### src/sv/efp_pkg.sv
// shared types, constants and codes of the escape-time fractal pixel block
package efp_pkg;

    localparam int IN_FRAC        = 28;
    localparam int FRAC_BITS_DEF  = 28;
    localparam int ITER_WIDTH_DEF = 12;

    // integer bits of the internal fixed-point values, sign included
    localparam int INT_BITS = 12;

    // operand slice of the shared multiplier
    localparam int CHUNK_W = 17;

    localparam int POINT_W    = 32;
    localparam int JULIA_W    = 31;
    localparam int RADIUS_W   = 5;
    localparam int CNT_FIELD_W = 12;
    localparam int CHAN_W     = 8;
    localparam int CFG_IDX_W  = 3;
    localparam int CFG_DATA_W = 31;

    localparam logic            KIND_JULIA = 1'b0;
    localparam logic            KIND_MANDEL = 1'b1;
    localparam logic            KIND_RST   = KIND_MANDEL;
    localparam logic [RADIUS_W-1:0] RADIUS_RST = 5'd20;
    localparam int              MAX_ITER_RST = 150;

    // divider step counter and quotient sizes
    localparam int DIV_CNT_W   = 3;
    localparam int FRAC_QBITS  = 8;
    localparam logic [DIV_CNT_W-1:0] SEC_LAST  = 3'd2;
    localparam logic [DIV_CNT_W-1:0] FRAC_LAST = 3'd7;

    localparam logic [CHAN_W-1:0] CHAN_FULL = 8'hff;
    localparam logic [CHAN_W-1:0] CHAN_ZERO = 8'h00;

    // hue sectors
    localparam logic [2:0] SEC_RED_GREEN  = 3'd0;
    localparam logic [2:0] SEC_GREEN_RED  = 3'd1;
    localparam logic [2:0] SEC_GREEN_BLUE = 3'd2;
    localparam logic [2:0] SEC_BLUE_GREEN = 3'd3;

    typedef enum logic [CFG_IDX_W-1:0] {
        CFG_KIND     = 3'd0,
        CFG_JULIA_RE = 3'd1,
        CFG_JULIA_IM = 3'd2,
        CFG_RADIUS   = 3'd3,
        CFG_MAX_ITER = 3'd4
    } cfg_idx_t;

    typedef enum logic [3:0] {
        ST_IDLE,
        ST_SQX,
        ST_SQY,
        ST_CMP,
        ST_XY,
        ST_UPD,
        ST_DIV_SEC,
        ST_DIV_FRAC,
        ST_DONE
    } state_t;

    typedef struct packed {
        logic                 run;
        logic [DIV_CNT_W-1:0] last;
    } div_ctl_t;

    typedef struct packed {
        logic signed [POINT_W-1:0] point_re;
        logic signed [POINT_W-1:0] point_im;
    } point_t;

    typedef struct packed {
        logic [CNT_FIELD_W-1:0] iterations_left;
        logic                   inside_res;
        logic [CHAN_W-1:0]      red;
        logic [CHAN_W-1:0]      green;
        logic [CHAN_W-1:0]      blue;
    } pixel_t;

endpackage

### src/sv/efp_mul.sv
// shared magnitude multiplier, one operand slice per cycle while run is high, most significant slice first
module efp_mul
    import efp_pkg::*;
#(
    parameter int MAG_W = FRAC_BITS_DEF + INT_BITS - 1
)
(
    input  logic               clk,
    input  logic               rst_n,
    input  logic               run,
    input  logic [MAG_W-1:0]   a,
    input  logic [MAG_W-1:0]   b,
    output logic               done,
    output logic [2*MAG_W-1:0] product
);

    localparam int NCH    = (MAG_W + CHUNK_W - 1) / CHUNK_W;
    localparam int CH_TOT = NCH * CHUNK_W;
    localparam int ACC_W  = MAG_W + CH_TOT;
    localparam int PP_W   = MAG_W + CHUNK_W;
    localparam int CNT_W  = (NCH > 1) ? $clog2(NCH) : 1;
    localparam logic [CNT_W-1:0] LAST = CNT_W'(NCH - 1);

    logic [CNT_W-1:0]  cnt_reg, cnt_next;
    logic              done_reg, done_next;
    logic [CH_TOT-1:0] bsh_reg, bsh_next, bsrc;
    logic [ACC_W-1:0]  acc_reg, acc_next, acc_base;
    logic [CHUNK_W-1:0] chunk;
    logic [PP_W-1:0]   pp;
    logic              first;

    always_comb
    begin
        first    = (cnt_reg == '0);
        bsrc     = first ? CH_TOT'(b) : bsh_reg;
        chunk    = bsrc[CH_TOT-1 -: CHUNK_W];
        bsh_next = bsrc << CHUNK_W;
        pp       = PP_W'(a) * PP_W'(chunk);
        acc_base = first ? '0 : (acc_reg << CHUNK_W);
        acc_next = acc_base + ACC_W'(pp);
        done_next = run && (cnt_reg == LAST);
        cnt_next  = cnt_reg;
        if (run)
        begin
            cnt_next = (cnt_reg == LAST) ? '0 : cnt_reg + CNT_W'(1);
        end
    end

    always_ff @(posedge clk or negedge rst_n)
    begin
        if (!rst_n)
        begin
            cnt_reg  <= '0;
            done_reg <= 1'b0;
        end
        else
        begin
            cnt_reg  <= cnt_next;
            done_reg <= done_next;
        end
    end

    always_ff @(posedge clk)
    begin
        if (run)
        begin
            bsh_reg <= bsh_next;
            acc_reg <= acc_next;
        end
    end

    assign done    = done_reg;
    assign product = acc_reg[2*MAG_W-1:0];

endmodule

### src/sv/efp_div.sv
// restoring divider, one quotient bit per cycle while ctl.run is high, for the hue sector and fraction
module efp_div
    import efp_pkg::*;
#(
    parameter int DV_W = ITER_WIDTH_DEF + 1
)
(
    input  logic                  clk,
    input  logic                  rst_n,
    input  div_ctl_t              ctl,
    input  logic [DV_W-1:0]       rem0,
    input  logic [FRAC_QBITS-1:0] lo0,
    input  logic [DV_W-1:0]       divisor,
    output logic                  done,
    output logic [FRAC_QBITS-1:0] quot,
    output logic [DV_W-1:0]       rem
);

    logic [DIV_CNT_W-1:0]  cnt_reg, cnt_next;
    logic                  done_reg, done_next;
    logic [DV_W-1:0]       rem_reg, rem_next, rsrc;
    logic [FRAC_QBITS-1:0] lo_reg, lo_next, lsrc;
    logic [FRAC_QBITS-1:0] q_reg, q_next;
    logic [DV_W:0]         trial, diff;
    logic                  fits, first;

    always_comb
    begin
        first    = (cnt_reg == '0);
        rsrc     = first ? rem0 : rem_reg;
        lsrc     = first ? lo0 : lo_reg;
        trial    = {rsrc, lsrc[FRAC_QBITS-1]};
        fits     = (trial >= {1'b0, divisor});
        diff     = trial - {1'b0, divisor};
        rem_next = fits ? diff[DV_W-1:0] : trial[DV_W-1:0];
        lo_next  = lsrc << 1;
        q_next   = first ? {{(FRAC_QBITS-1){1'b0}}, fits} : {q_reg[FRAC_QBITS-2:0], fits};
        done_next = ctl.run && (cnt_reg == ctl.last);
        cnt_next  = cnt_reg;
        if (ctl.run)
        begin
            cnt_next = (cnt_reg == ctl.last) ? '0 : cnt_reg + DIV_CNT_W'(1);
        end
    end

    always_ff @(posedge clk or negedge rst_n)
    begin
        if (!rst_n)
        begin
            cnt_reg  <= '0;
            done_reg <= 1'b0;
        end
        else
        begin
            cnt_reg  <= cnt_next;
            done_reg <= done_next;
        end
    end

    always_ff @(posedge clk)
    begin
        if (ctl.run)
        begin
            rem_reg <= rem_next;
            lo_reg  <= lo_next;
            q_reg   <= q_next;
        end
    end

    assign done = done_reg;
    assign quot = q_reg;
    assign rem  = rem_reg;

endmodule

### src/sv/escape_time_fractal_pixel.sv
// escape-time fractal pixel: iteration sequencer, datapath, colour and handshakes
//
//  channel   direction  handshake                 word
//  point     in         point_valid/point_stall   point_t (point_re, point_im, Q4.28)
//  pixel     out        pixel_valid/pixel_stall   pixel_t (iterations_left, inside_res, rgb)
//  config    in         cfg_we                    cfg_index, cfg_data
//
//  one point at a time; each product on the one shared multiplier is built from
//  n = ceil((FRAC_BITS+11)/17) operand slices; an iteration squares x and y, checks the
//  escape radius, then forms x*y and the update; on escape two divisions give the hue sector
//  and fraction; a zero budget skips the loop; point_stall stays high until the pixel
//  word is loaded; the block then takes the next point while that pixel waits on pixel_stall
//  rst_n clears the sequencer and the handshake state and sets the configuration registers to their defaults
module escape_time_fractal_pixel
    import efp_pkg::*;
#(
    parameter int FRAC_BITS  = FRAC_BITS_DEF,
    parameter int ITER_WIDTH = ITER_WIDTH_DEF
)
(
    input  logic                  clk,
    input  logic                  rst_n,
    input  logic                  point_valid,
    output logic                  point_stall,
    input  point_t                point,
    output logic                  pixel_valid,
    input  logic                  pixel_stall,
    output pixel_t                pixel,
    input  logic                  cfg_we,
    input  logic [CFG_IDX_W-1:0]  cfg_index,
    input  logic [CFG_DATA_W-1:0] cfg_data
);

    localparam int VAL_W  = FRAC_BITS + INT_BITS;
    localparam int MAG_W  = VAL_W - 1;
    localparam int PROD_W = 2 * MAG_W;
    localparam int SUM_W  = PROD_W + 1;
    localparam int HI_W   = SUM_W - 2 * FRAC_BITS;
    localparam int RSQ_W  = 2 * RADIUS_W;
    localparam int SHL    = (FRAC_BITS >= IN_FRAC) ? FRAC_BITS - IN_FRAC : 0;
    localparam int SHR    = (FRAC_BITS >= IN_FRAC) ? 0 : IN_FRAC - FRAC_BITS;
    localparam int AL_W   = (VAL_W > POINT_W + SHL) ? VAL_W : POINT_W + SHL;
    localparam int DV_W   = ITER_WIDTH + 1;
    localparam int NUM_W  = ITER_WIDTH + 9;
    localparam int MAXW   = (ITER_WIDTH < CNT_FIELD_W) ? ITER_WIDTH : CNT_FIELD_W;

    state_t state_reg, state_next;

    // configuration
    logic                       kind_reg;
    logic signed [JULIA_W-1:0]  julia_re_reg, julia_im_reg;
    logic [RADIUS_W-1:0]        radius_reg;
    logic [ITER_WIDTH-1:0]      max_iter_reg;

    // iteration datapath
    logic signed [VAL_W-1:0] x_reg, x_next, y_reg, y_next;
    logic signed [VAL_W-1:0] cr_reg, cr_next, ci_reg, ci_next;
    logic signed [VAL_W-1:0] xx_reg, xx_next, yy_reg, yy_next, xy_reg, xy_next;
    logic [PROD_W-1:0]       x2_reg, x2_next;
    logic [SUM_W-1:0]        sum_reg, sum_next;
    logic [ITER_WIDTH-1:0]   left_reg, left_next;
    logic                    init_reg, init_next;
    logic [2:0]              sec_reg, sec_next;
    logic [ITER_WIDTH-1:0]   r_reg, r_next;
    logic [CHAN_W-1:0]       f_reg, f_next;
    logic                    exact_reg, exact_next;
    logic                    pixel_valid_reg, pixel_valid_next;
    pixel_t                  pixel_reg, pixel_next;

    logic signed [AL_W-1:0]  al_pre_re, al_pre_im, al_re, al_im;
    logic signed [AL_W-1:0]  al_pre_jre, al_pre_jim, al_jre, al_jim;
    logic signed [VAL_W-1:0] pt_re, pt_im, jc_re, jc_im;
    logic [MAG_W-1:0]        mag_x, mag_y;
    logic                    accept, out_free, out_load, escaped, xy_neg;
    logic [HI_W-1:0]         sum_hi;
    logic [RSQ_W-1:0]        rsq;
    logic [PROD_W+1:0]       xy_t;
    logic signed [VAL_W-1:0] xy_m;
    logic [NUM_W-1:0]        frac_num;
    logic [CHAN_W:0]         q_wide;
    logic [CHAN_W-1:0]       q_val;

    // shared units
    logic               mul_run, mul_done;
    logic [MAG_W-1:0]   mul_a, mul_b;
    logic [PROD_W-1:0]  mul_product;
    div_ctl_t           div_ctl;
    logic               div_done;
    logic [DV_W-1:0]    div_rem0, div_divisor, div_rem;
    logic [FRAC_QBITS-1:0] div_lo0, div_quot;

    efp_mul #(
        .MAG_W (MAG_W)
    ) u_mul (
        .clk     (clk),
        .rst_n   (rst_n),
        .run     (mul_run),
        .a       (mul_a),
        .b       (mul_b),
        .done    (mul_done),
        .product (mul_product)
    );

    efp_div #(
        .DV_W (DV_W)
    ) u_div (
        .clk     (clk),
        .rst_n   (rst_n),
        .ctl     (div_ctl),
        .rem0    (div_rem0),
        .lo0     (div_lo0),
        .divisor (div_divisor),
        .done    (div_done),
        .quot    (div_quot),
        .rem     (div_rem)
    );

    // input alignment to the internal fraction width, rounding toward minus infinity
    always_comb
    begin
        al_pre_re  = AL_W'(point.point_re);
        al_pre_im  = AL_W'(point.point_im);
        al_pre_jre = AL_W'(julia_re_reg);
        al_pre_jim = AL_W'(julia_im_reg);
        al_re  = (al_pre_re <<< SHL) >>> SHR;
        al_im  = (al_pre_im <<< SHL) >>> SHR;
        al_jre = (al_pre_jre <<< SHL) >>> SHR;
        al_jim = (al_pre_jim <<< SHL) >>> SHR;
        pt_re  = VAL_W'(al_re);
        pt_im  = VAL_W'(al_im);
        jc_re  = VAL_W'(al_jre);
        jc_im  = VAL_W'(al_jim);
    end

    always_comb
    begin
        mag_x    = x_reg[VAL_W-1] ? MAG_W'(-x_reg) : MAG_W'(x_reg);
        mag_y    = y_reg[VAL_W-1] ? MAG_W'(-y_reg) : MAG_W'(y_reg);
        rsq      = RSQ_W'(radius_reg) * RSQ_W'(radius_reg);
        sum_hi   = sum_reg[SUM_W-1 -: HI_W];
        escaped  = (sum_hi > HI_W'(rsq))
                   || ((sum_hi == HI_W'(rsq)) && (|sum_reg[2*FRAC_BITS-1:0]));
        xy_neg   = x_reg[VAL_W-1] ^ y_reg[VAL_W-1];
        xy_t     = {1'b0, mul_product, 1'b0}
                   + (xy_neg ? {{(PROD_W+2-FRAC_BITS){1'b0}}, {FRAC_BITS{1'b1}}} : '0);
        xy_m     = xy_t[FRAC_BITS +: VAL_W];
        frac_num = (NUM_W'(r_reg) << 9) - (NUM_W'(r_reg) << 1) + NUM_W'(max_iter_reg);
        q_wide   = exact_reg ? ((CHAN_W+1)'(256) - (CHAN_W+1)'(f_reg))
                             : ((CHAN_W+1)'(255) - (CHAN_W+1)'(f_reg));
        q_val    = q_wide[CHAN_W-1:0];
        out_free = !pixel_valid_reg || !pixel_stall;
    end

    // next state
    always_comb
    begin
        state_next = state_reg;
        unique case (state_reg)
            ST_IDLE:
            begin
                if (point_valid)
                begin
                    state_next = (max_iter_reg == '0) ? ST_DONE : ST_SQX;
                end
            end
            ST_SQX:
            begin
                if (mul_done)
                begin
                    state_next = ST_SQY;
                end
            end
            ST_SQY:
            begin
                if (mul_done)
                begin
                    state_next = init_reg ? ST_XY : ST_CMP;
                end
            end
            ST_CMP:
            begin
                if (escaped)
                begin
                    state_next = ST_DIV_SEC;
                end
                else if (left_reg == ITER_WIDTH'(1))
                begin
                    state_next = ST_DONE;
                end
                else
                begin
                    state_next = ST_XY;
                end
            end
            ST_XY:
            begin
                if (mul_done)
                begin
                    state_next = ST_UPD;
                end
            end
            ST_UPD:
            begin
                state_next = ST_SQX;
            end
            ST_DIV_SEC:
            begin
                if (div_done)
                begin
                    state_next = ST_DIV_FRAC;
                end
            end
            ST_DIV_FRAC:
            begin
                if (div_done)
                begin
                    state_next = ST_DONE;
                end
            end
            ST_DONE:
            begin
                if (out_free)
                begin
                    state_next = ST_IDLE;
                end
            end
            default:
            begin
                state_next = ST_IDLE;
            end
        endcase
    end

    // sequencer outputs
    always_comb
    begin
        point_stall = 1'b1;
        mul_run     = 1'b0;
        mul_a       = mag_x;
        mul_b       = mag_y;
        div_ctl     = '{run: 1'b0, last: SEC_LAST};
        div_rem0    = DV_W'(left_reg >> 1);
        div_lo0     = {left_reg[0], {(FRAC_QBITS-1){1'b0}}};
        div_divisor = DV_W'(max_iter_reg);
        out_load    = 1'b0;
        unique case (state_reg)
            ST_IDLE:
            begin
                point_stall = 1'b0;
            end
            ST_SQX:
            begin
                mul_run = !mul_done;
                mul_b   = mag_x;
            end
            ST_SQY:
            begin
                mul_run = !mul_done;
                mul_a   = mag_y;
            end
            ST_XY:
            begin
                mul_run = !mul_done;
            end
            ST_DIV_SEC:
            begin
                div_ctl = '{run: !div_done, last: SEC_LAST};
            end
            ST_DIV_FRAC:
            begin
                div_ctl     = '{run: !div_done, last: FRAC_LAST};
                div_rem0    = frac_num[NUM_W-1:FRAC_QBITS];
                div_lo0     = frac_num[FRAC_QBITS-1:0];
                div_divisor = {max_iter_reg, 1'b0};
            end
            ST_DONE:
            begin
                out_load = out_free;
            end
            default:
            begin
                point_stall = 1'b1;
            end
        endcase
    end

    assign accept = point_valid && !point_stall;

    // datapath
    always_comb
    begin
        x_next     = x_reg;
        y_next     = y_reg;
        cr_next    = cr_reg;
        ci_next    = ci_reg;
        xx_next    = xx_reg;
        yy_next    = yy_reg;
        xy_next    = xy_reg;
        x2_next    = x2_reg;
        sum_next   = sum_reg;
        left_next  = left_reg;
        init_next  = init_reg;
        sec_next   = sec_reg;
        r_next     = r_reg;
        f_next     = f_reg;
        exact_next = exact_reg;
        pixel_next = pixel_reg;

        if (accept)
        begin
            left_next = max_iter_reg;
            init_next = 1'b1;
            if (kind_reg == KIND_MANDEL)
            begin
                x_next  = '0;
                y_next  = '0;
                cr_next = pt_re;
                ci_next = pt_im;
            end
            else
            begin
                x_next  = pt_re;
                y_next  = pt_im;
                cr_next = jc_re;
                ci_next = jc_im;
            end
        end

        if ((state_reg == ST_SQX) && mul_done)
        begin
            x2_next = mul_product;
            xx_next = mul_product[FRAC_BITS +: VAL_W];
        end

        if ((state_reg == ST_SQY) && mul_done)
        begin
            sum_next  = SUM_W'(x2_reg) + SUM_W'(mul_product);
            yy_next   = mul_product[FRAC_BITS +: VAL_W];
            init_next = 1'b0;
        end

        if ((state_reg == ST_CMP) && !escaped)
        begin
            left_next = left_reg - ITER_WIDTH'(1);
        end

        if ((state_reg == ST_XY) && mul_done)
        begin
            xy_next = xy_neg ? -xy_m : xy_m;
        end

        if (state_reg == ST_UPD)
        begin
            x_next = xx_reg - yy_reg + cr_reg;
            y_next = xy_reg + ci_reg;
        end

        if ((state_reg == ST_DIV_SEC) && div_done)
        begin
            sec_next = div_quot[2:0];
            r_next   = ITER_WIDTH'(div_rem);
        end

        if ((state_reg == ST_DIV_FRAC) && div_done)
        begin
            f_next     = div_quot;
            exact_next = (div_rem == '0);
        end

        if (out_load)
        begin
            pixel_next.iterations_left = CNT_FIELD_W'(left_reg);
            pixel_next.inside_res      = (left_reg == '0);
            pixel_next.red             = CHAN_ZERO;
            pixel_next.green           = CHAN_ZERO;
            pixel_next.blue            = CHAN_ZERO;
            if (left_reg != '0)
            begin
                case (sec_reg)
                    SEC_RED_GREEN:
                    begin
                        pixel_next.red   = CHAN_FULL;
                        pixel_next.green = f_reg;
                    end
                    SEC_GREEN_RED:
                    begin
                        pixel_next.red   = q_val;
                        pixel_next.green = CHAN_FULL;
                    end
                    SEC_GREEN_BLUE:
                    begin
                        pixel_next.green = CHAN_FULL;
                        pixel_next.blue  = f_reg;
                    end
                    SEC_BLUE_GREEN:
                    begin
                        pixel_next.green = q_val;
                        pixel_next.blue  = CHAN_FULL;
                    end
                    default:
                    begin
                        pixel_next.red  = f_reg;
                        pixel_next.blue = CHAN_FULL;
                    end
                endcase
            end
        end

        pixel_valid_next = pixel_valid_reg;
        if (out_load)
        begin
            pixel_valid_next = 1'b1;
        end
        else if (!pixel_stall)
        begin
            pixel_valid_next = 1'b0;
        end
    end

    always_ff @(posedge clk or negedge rst_n)
    begin
        if (!rst_n)
        begin
            state_reg       <= ST_IDLE;
            pixel_valid_reg <= 1'b0;
            left_reg        <= '0;
            init_reg        <= 1'b0;
        end
        else
        begin
            state_reg       <= state_next;
            pixel_valid_reg <= pixel_valid_next;
            left_reg        <= left_next;
            init_reg        <= init_next;
        end
    end

    always_ff @(posedge clk)
    begin
        x_reg     <= x_next;
        y_reg     <= y_next;
        cr_reg    <= cr_next;
        ci_reg    <= ci_next;
        xx_reg    <= xx_next;
        yy_reg    <= yy_next;
        xy_reg    <= xy_next;
        x2_reg    <= x2_next;
        sum_reg   <= sum_next;
        sec_reg   <= sec_next;
        r_reg     <= r_next;
        f_reg     <= f_next;
        exact_reg <= exact_next;
        pixel_reg <= pixel_next;
    end

    // configuration registers
    always_ff @(posedge clk or negedge rst_n)
    begin
        if (!rst_n)
        begin
            kind_reg     <= KIND_RST;
            julia_re_reg <= '0;
            julia_im_reg <= '0;
            radius_reg   <= RADIUS_RST;
            max_iter_reg <= ITER_WIDTH'(MAX_ITER_RST);
        end
        else if (cfg_we)
        begin
            unique case (cfg_index)
                CFG_KIND:     kind_reg     <= cfg_data[0];
                CFG_JULIA_RE: julia_re_reg <= cfg_data[JULIA_W-1:0];
                CFG_JULIA_IM: julia_im_reg <= cfg_data[JULIA_W-1:0];
                CFG_RADIUS:   radius_reg   <= cfg_data[RADIUS_W-1:0];
                CFG_MAX_ITER: max_iter_reg <= ITER_WIDTH'(cfg_data[MAXW-1:0]);
                default:      kind_reg     <= kind_reg;
            endcase
        end
    end

    assign pixel_valid = pixel_valid_reg;
    assign pixel       = pixel_reg;

endmodule

### config.mk
export PLATFORM = sky130hd
export DESIGN_NAME = escape_time_fractal_pixel
export DESIGN_NICKNAME = d
export VERILOG_FILES = /design/src/sv/efp_pkg.sv /design/src/sv/efp_mul.sv /design/src/sv/efp_div.sv /design/src/sv/escape_time_fractal_pixel.sv
export SDC_FILE = /design/constraint.sdc
export NUM_CORES = 2
export LEC_CHECK = 0
export BUFFER_PORTS_ARGS = -buffer_cell sky130_fd_sc_hd__buf_2
export CORE_MARGIN = 3
export CORE_UTILIZATION = 65
export DETAILED_ROUTE_END_ITERATION = 6
export PLACE_DENSITY = 0.92
export SLEW_MARGIN = 20
export SYNTH_ARGS = -nofsm -noshare
export SYNTH_HDL_FRONTEND = slang
export SYNTH_SLANG_ARGS = --single-unit
### constraint.sdc
create_clock -name clk -period 10.8 [get_ports clk]
set_clock_uncertainty 0.05 [all_clocks]
set_input_delay 2.7 -clock clk [delete_from_list [all_inputs] [get_ports clk]]
set_output_delay 2.7 -clock clk [all_outputs]
set_load 0.005 [all_outputs]
# After elaboration in Yosys (flattened, before gate mapping)
# Cells that the tools add are included.
# word_totals
reg_bits	743
wordCells	179
output_inout_bits	39
input_bits	103
# op_classes
n_mux	50
reduce_logical	41
magnitude_cmp	2
bitwise_logic	1
n_addsub	17
mul	2
eq_ne	27
# ops
cell	n
two-way mux 40 bit	9
two-way mux 39 bit	4
adder 40 bit	2
adder 78 x 78 -> 79 bit	1
adder 78 x 56 -> 78 bit	1
two-way mux 78 bit	1
negation 39 bit	2
adder 68 x 28 -> 68 bit	1
multiplier 39 x 17 -> 56 bit	1
OR reduction 56 bit	1
two-way mux 13 bit	4
two-way mux 51 bit	1
one-hot mux 8 bit (3 select lines)	2
two-way mux 4 bit	10
negation 40 bit	1
subtractor 40 bit	1
one-hot mux 4 bit (9 select lines)	1
two-way mux 28 bit	1
logical NOT 12 bit	2
two-way mux 12 bit	2
two-way mux 8 bit	3
equality test 23 x 10 -> 1 bit	1
> comparator 23 x 10 -> 1 bit	1
adder 21 x 12 -> 21 bit	1
other kinds (40)	86

# Longest topological paths before layout
# logic_depth
word_depth	7
mapped_depth	37
mapped_depth_nobuf	35

# Cells and area by module
# A second synthesis with hierarchy kept.
# hier_totals
cells_unflattened	6754
hier_area_um2	66169.7
# by_module_without_submodules
module	cells_each	area_per_inst_um2	seq_area_each_um2	n_inst
escape_time_fractal_pixel	3545	36737.7	15733.8	1
efp_mul	3011	27156.0	3438.3	1
efp_div	198	2275.9	940.9	1

# Worst setup path after synthesis
# No wires, ideal clock.
# synth_path
path_kind	reg2reg
from	reg y_reg[0]
to	reg u_mul.acc_reg[68] (data pin)
t_arrival_ns	9.786
path_stages_with_launch	34
setup_slack_ns	0.817
synth_period_minus_slack_ns	9.983
n_path_buf	1
setup_ns	0.147
cell_sequence	edfxtp_1 > or4_1 > or4_4 > or3_1 > or4_4 > o31a_1 > a21oi_2 > nand2_1 > xor2_1 > a21oi_1 > o21a_1 > buf_4 > nor2_1 > fa_1 > fa_1 > inv_1 > fa_1 > inv_1 > fa_1 > fa_1 > inv_1 > fa_1 > inv_1 > ha_1 > and3_1 > or4b_1 > a2111oi_4 > o211ai_1 > o31ai_2 > a221oi_1 > nor4_2 > o21ai_2 > or4_1 > a21oi_1
# synth_between
elab_chain_cells	6
elab_cells_between_ends	7
classes_between	2 x add/sub; 1 x mul; 4 x mux
# synth_rtl
element	line_no	source
start: declaration	escape_time_fractal_pixel.sv:56	logic signed [VAL_W-1:0] x_reg, x_next, y_reg, y_next;
start signal: assignment	escape_time_fractal_pixel.sv:441	y_reg <= y_next;
negation 39 bit	escape_time_fractal_pixel.sv:138	mag_y = y_reg[VAL_W-1] ? MAG_W'(-y_reg) : MAG_W'(y_reg);
two-way mux 39 bit *	escape_time_fractal_pixel.sv:138	
two-way mux 39 bit	escape_time_fractal_pixel.sv:246	unique case (state_reg)
two-way mux 51 bit	efp_mul.sv:35	bsrc = first ? CH_TOT'(b) : bsh_reg;
multiplier 39 x 17 -> 56 bit *	efp_mul.sv:38	pp = PP_W'(a) * PP_W'(chunk);
adder 78 x 56 -> 78 bit *	efp_mul.sv:40	acc_next = acc_base + ACC_W'(pp);
via u_mul.acc_next[68]	efp_mul.sv:27	logic [ACC_W-1:0] acc_reg, acc_next, acc_base;
end signal: assignment	efp_mul.sv:68	acc_reg <= acc_next;
end: declaration	efp_mul.sv:27	
# Mark *: on every way through the listed nets, which the timed path passes. The rest lies on a longest branch.
# A chain may end at the register's enable or synchronous reset.

# Final worst setup path
# layout_path
from	reg x_reg[2]
to	reg u_mul.acc_reg[68] (data pin)
# layout_between
elab_chain_cells	6
elab_cells_between_ends	7
classes_between	2 x add/sub; 1 x mul; 4 x mux
# layout_rtl
element	line_no	source
start: declaration	escape_time_fractal_pixel.sv:56	
start signal: assignment	escape_time_fractal_pixel.sv:440	x_reg <= x_next;
negation 39 bit	escape_time_fractal_pixel.sv:137	mag_x = x_reg[VAL_W-1] ? MAG_W'(-x_reg) : MAG_W'(x_reg);
two-way mux 39 bit *	escape_time_fractal_pixel.sv:137	
two-way mux 39 bit	escape_time_fractal_pixel.sv:246	
two-way mux 51 bit	efp_mul.sv:35	
multiplier 39 x 17 -> 56 bit *	efp_mul.sv:38	
adder 78 x 56 -> 78 bit *	efp_mul.sv:40	
via u_mul.acc_next[68]	efp_mul.sv:27	
# Marks and branches as above.

==> summary.md <==
| Metric | Value |
|---|---|
| Synthesis Warnings | 0 |
| Min-Delay Path Class | flop to flop |
| Avg Cell Area, Syn | roughly 9.6 µm² |
| Clock Tree Buf Depth | 3 |
| Global-route wire length before repair | ~320000 µm |
| PortBufs | roughly 140 |
| Hold WS | 0.388 ns |
| Routability cong. | 1.06 |
| Fin area | 0.0705 mm² |
| Crit end category | flop |
| Max-cap violations | 0 |
| Crit path DAT | about 11 ns |
| Fin crit period | 10.51 ns |
| Initial core utilization | 0.659 |
| Largest net degree at the start of global routing | 79 |
| Average via count per standard cell | ~6.5 |
| Ys flop type | edfxtp_1 |
| Ys async rst share | 0.153 |
| Hpwl dp | 167000 µm |
| Synth unique cells | 94 |
| Yosys reg bits | approximately 690 |
| Vias in the first global route | approximately 53k |
| Post-DR wirelength/cell | between 20 and 30 µm |
| Levels on crit path | 36 |
| Rows | 115 |
| Cell count of the worst reg-to-reg path | 36 |
| Worst rel slew slack | 0.173 |
| Sequential share of the synthesized area | 0.309 |
| Crit path max-delay cell type | or4b_4 |
| Top-area cell type share of the netlist area | 0.268 |
| Unrepaired setup endpoints after global routing | no |
| Period utilization | 0.973 |
| Slew @ Worst Pin | 1.23 ns |
| Post-Route WL | ~210000 µm |
| All-Layer GR Usage | 0.408 |
| WP buf/inv | 8 |
| DIE HEIGHT | approximately 320 µm |
| Cts hold-fix bufs | 0 |
| GRT Residual Overflow | 0 |
| DRC viols | 0 |
| Die Area | around 0.10 mm² |
| Area contributors post-synth | edfxtp_1 27%, fa_1 20%, ha_1 7.6% |
| CP startpoint kind | flop |
| Mapped Area | 0.0651 mm² |
| Clk_lat worst skew | ~0.66 ns |
| Placed inst area | ~0.068 mm² |
| CTS tree | yes |
| Largest register FFs | 79 |
| Status | finished, final reports clean |
| Final Hold Fails | 0 |
| Family with the most delay on the worst path | simple AND/OR/NAND/NOR gates |
| Number of setup violations in the final report | 0 |
| Initial antenna violation count | 8 |
| Total CTS buffers | 72 |
| Clock sink count | slightly below 700 |
| Width of the die | around 320 µm |
| Clock Root Buffer | clkbuf_16 |
| Share of layout cells above drive strength 1 | 0.100 |
| Routed vias | ~54k |
| Area leader, netlist | edfxtp_1 |
| Worst path max stage delay | between 0.5 and 0.6 ns |
| TritonRoute pass-1 iters | 6 |
| EDFF count, synth | approximately 580 |
| Synthesis-to-finish area growth | 8.27% |
| Post-Synthesis Net Count | 7928 |
| WHS Path Cells | 0 |
| # IOs | 142 |
| Critical path type | flop to flop |
| Crit-path max FO | 11 |
| Fmax | approximately 95 MHz |
| DRC marker count from the first detailed-route iteration | 6936 |
| Most used cell along the critical path | fa_1 |
| Antenna viol nets, final | 0 |
| Final Util | 0.713 |
| Worst EP required | approximately 11 ns |
| NumNets Final | ~8.1k |
| Synthesized instance count | 6786 |
| Core box area | 0.0989 mm² |
| Fin. max-slew vios | 0 |
| CTS clk-pin slew, worst paths | 0.06 ns |
| CTS H-tree depth | 3 |
==> stage by stage <==
| stage | setup slack [ns] | instances | TNS (ns) |
|---|---|---|---|
| floorplan | 0.817 | 6786 | 0 |
| global placement | 0.280 | 8130 | 0 |
| detailed placement | -0.00172 | 8130 | -0.00172 |
| CTS | 0.0394 | 8261 | 0 |
| global route | 0.0220 | 8270 | 0 |
| finish | 0.287 | 8274 | 0 |
==> routing by layer <==
| metal | share of wire | vias to the layer above | GRT usage |
|---|---|---|---|
| li1 | - | 23101 | - |
| met1 | 0.36 | 26164 | 0.533 |
| met2 | 0.44 | 3534 | 0.622 |
| met3 | 0.12 | 862 | 0.0906 |
| met4 | 0.080 | 0 | 0.261 |
| met5 | 0 | - | 0 |
==> cell families (layout without fill, tap and decap cells) <==
family	Yosys count	count (layout)	synth area share
compound gates	1227	1227	0.122
xor+xnor	371	371	0.0500
fa+ha+maj	1039	1039	0.274
buf+inv	1283	1480	0.0745
flops	687	687	0.309
mux	191	191	0.0323
other cells	0	4	0
simple gates	1988	1988	0.139
==> placed cells by master (no fill, tap or decap), types with 73 or more instances in the layout <==
master / count
xnor2_1: 187
a21o_1: 162
a21oi_1: 302
buf_4: 188
and2_1: 73
inv_1: 1010
mux2_2: 151
buf_2: 140
dfrtp_1: 98
nand3_1: 144
o21ai_0: 287
ha_1: 397
nand2_1: 787
xor2_1: 183
fa_1: 642
nor2_1: 512
edfxtp_1: 582
nor3_1: 79
clkbuf_16: 75
==> path summary, 6_finish.rpt <==
path | startpoint | endpoint | slack (ns)
worst max-delay path | x_reg[2]$_DFFE_PP_ | u_mul.acc_reg[68]$_DFFE_PP_ | 0.29
worst min-delay path | u_div.quot[7]$_SDFFCE_PN0P_ | f_reg[7]$_DFFE_PP_ | 0.39
worst max register to register | x_reg[2]$_DFFE_PP_ | u_mul.acc_reg[68]$_DFFE_PP_ | 0.29
worst min register to register | u_div.quot[7]$_SDFFCE_PN0P_ | f_reg[7]$_DFFE_PP_ | 0.39
max in group asynchronous | rst_n | u_mul.cnt_reg[1]$_DFFE_PN0P_ | 7.35
min in group asynchronous | rst_n | julia_re_reg[29]$_DFFE_PN0P_ | 1.97
==> Yosys cell counts, types with 60 or more instances <==
cell	count
mux2_2	151
xnor2_1	187
and2_1	74
nand2_1	790
o21a_1	63
edfxtp_1	582
and3_1	69
clkbuf_1	244
fa_1	642
a21oi_1	304
o21ai_0	289
inv_1	1011
nand4_1	60
ha_1	397
nor3_1	82
xor2_1	183
nand3_1	144
a21o_1	162
nor2_1	517
dfrtp_1	98
==> cell type report <==
class	instances	area, µm²
Inverter	1012	3800
Multi-Input combinational cell	4816	40400
Sequential cell	687	20100
Clock inverter	42	403
Tap cell	1287	1610
Clock buffer	89	1930
Fill cell	7199	28300
Timing Repair Buffer	337	2300
Antenna cell	4	10.0
==> what timing repair did <==
action / 4_1_cts / 5_1_grt
gates resized for setup: 2 / 15
setup buffers: 0 / 6
pin swaps: 0 / 8
endpoints found under the setup margin: 3 / 28
cloned: 0 / 2
Power is left out: the tool's default activity adds up to more than one toggle a clock period on the data nets, which glitch-free logic cannot reach.
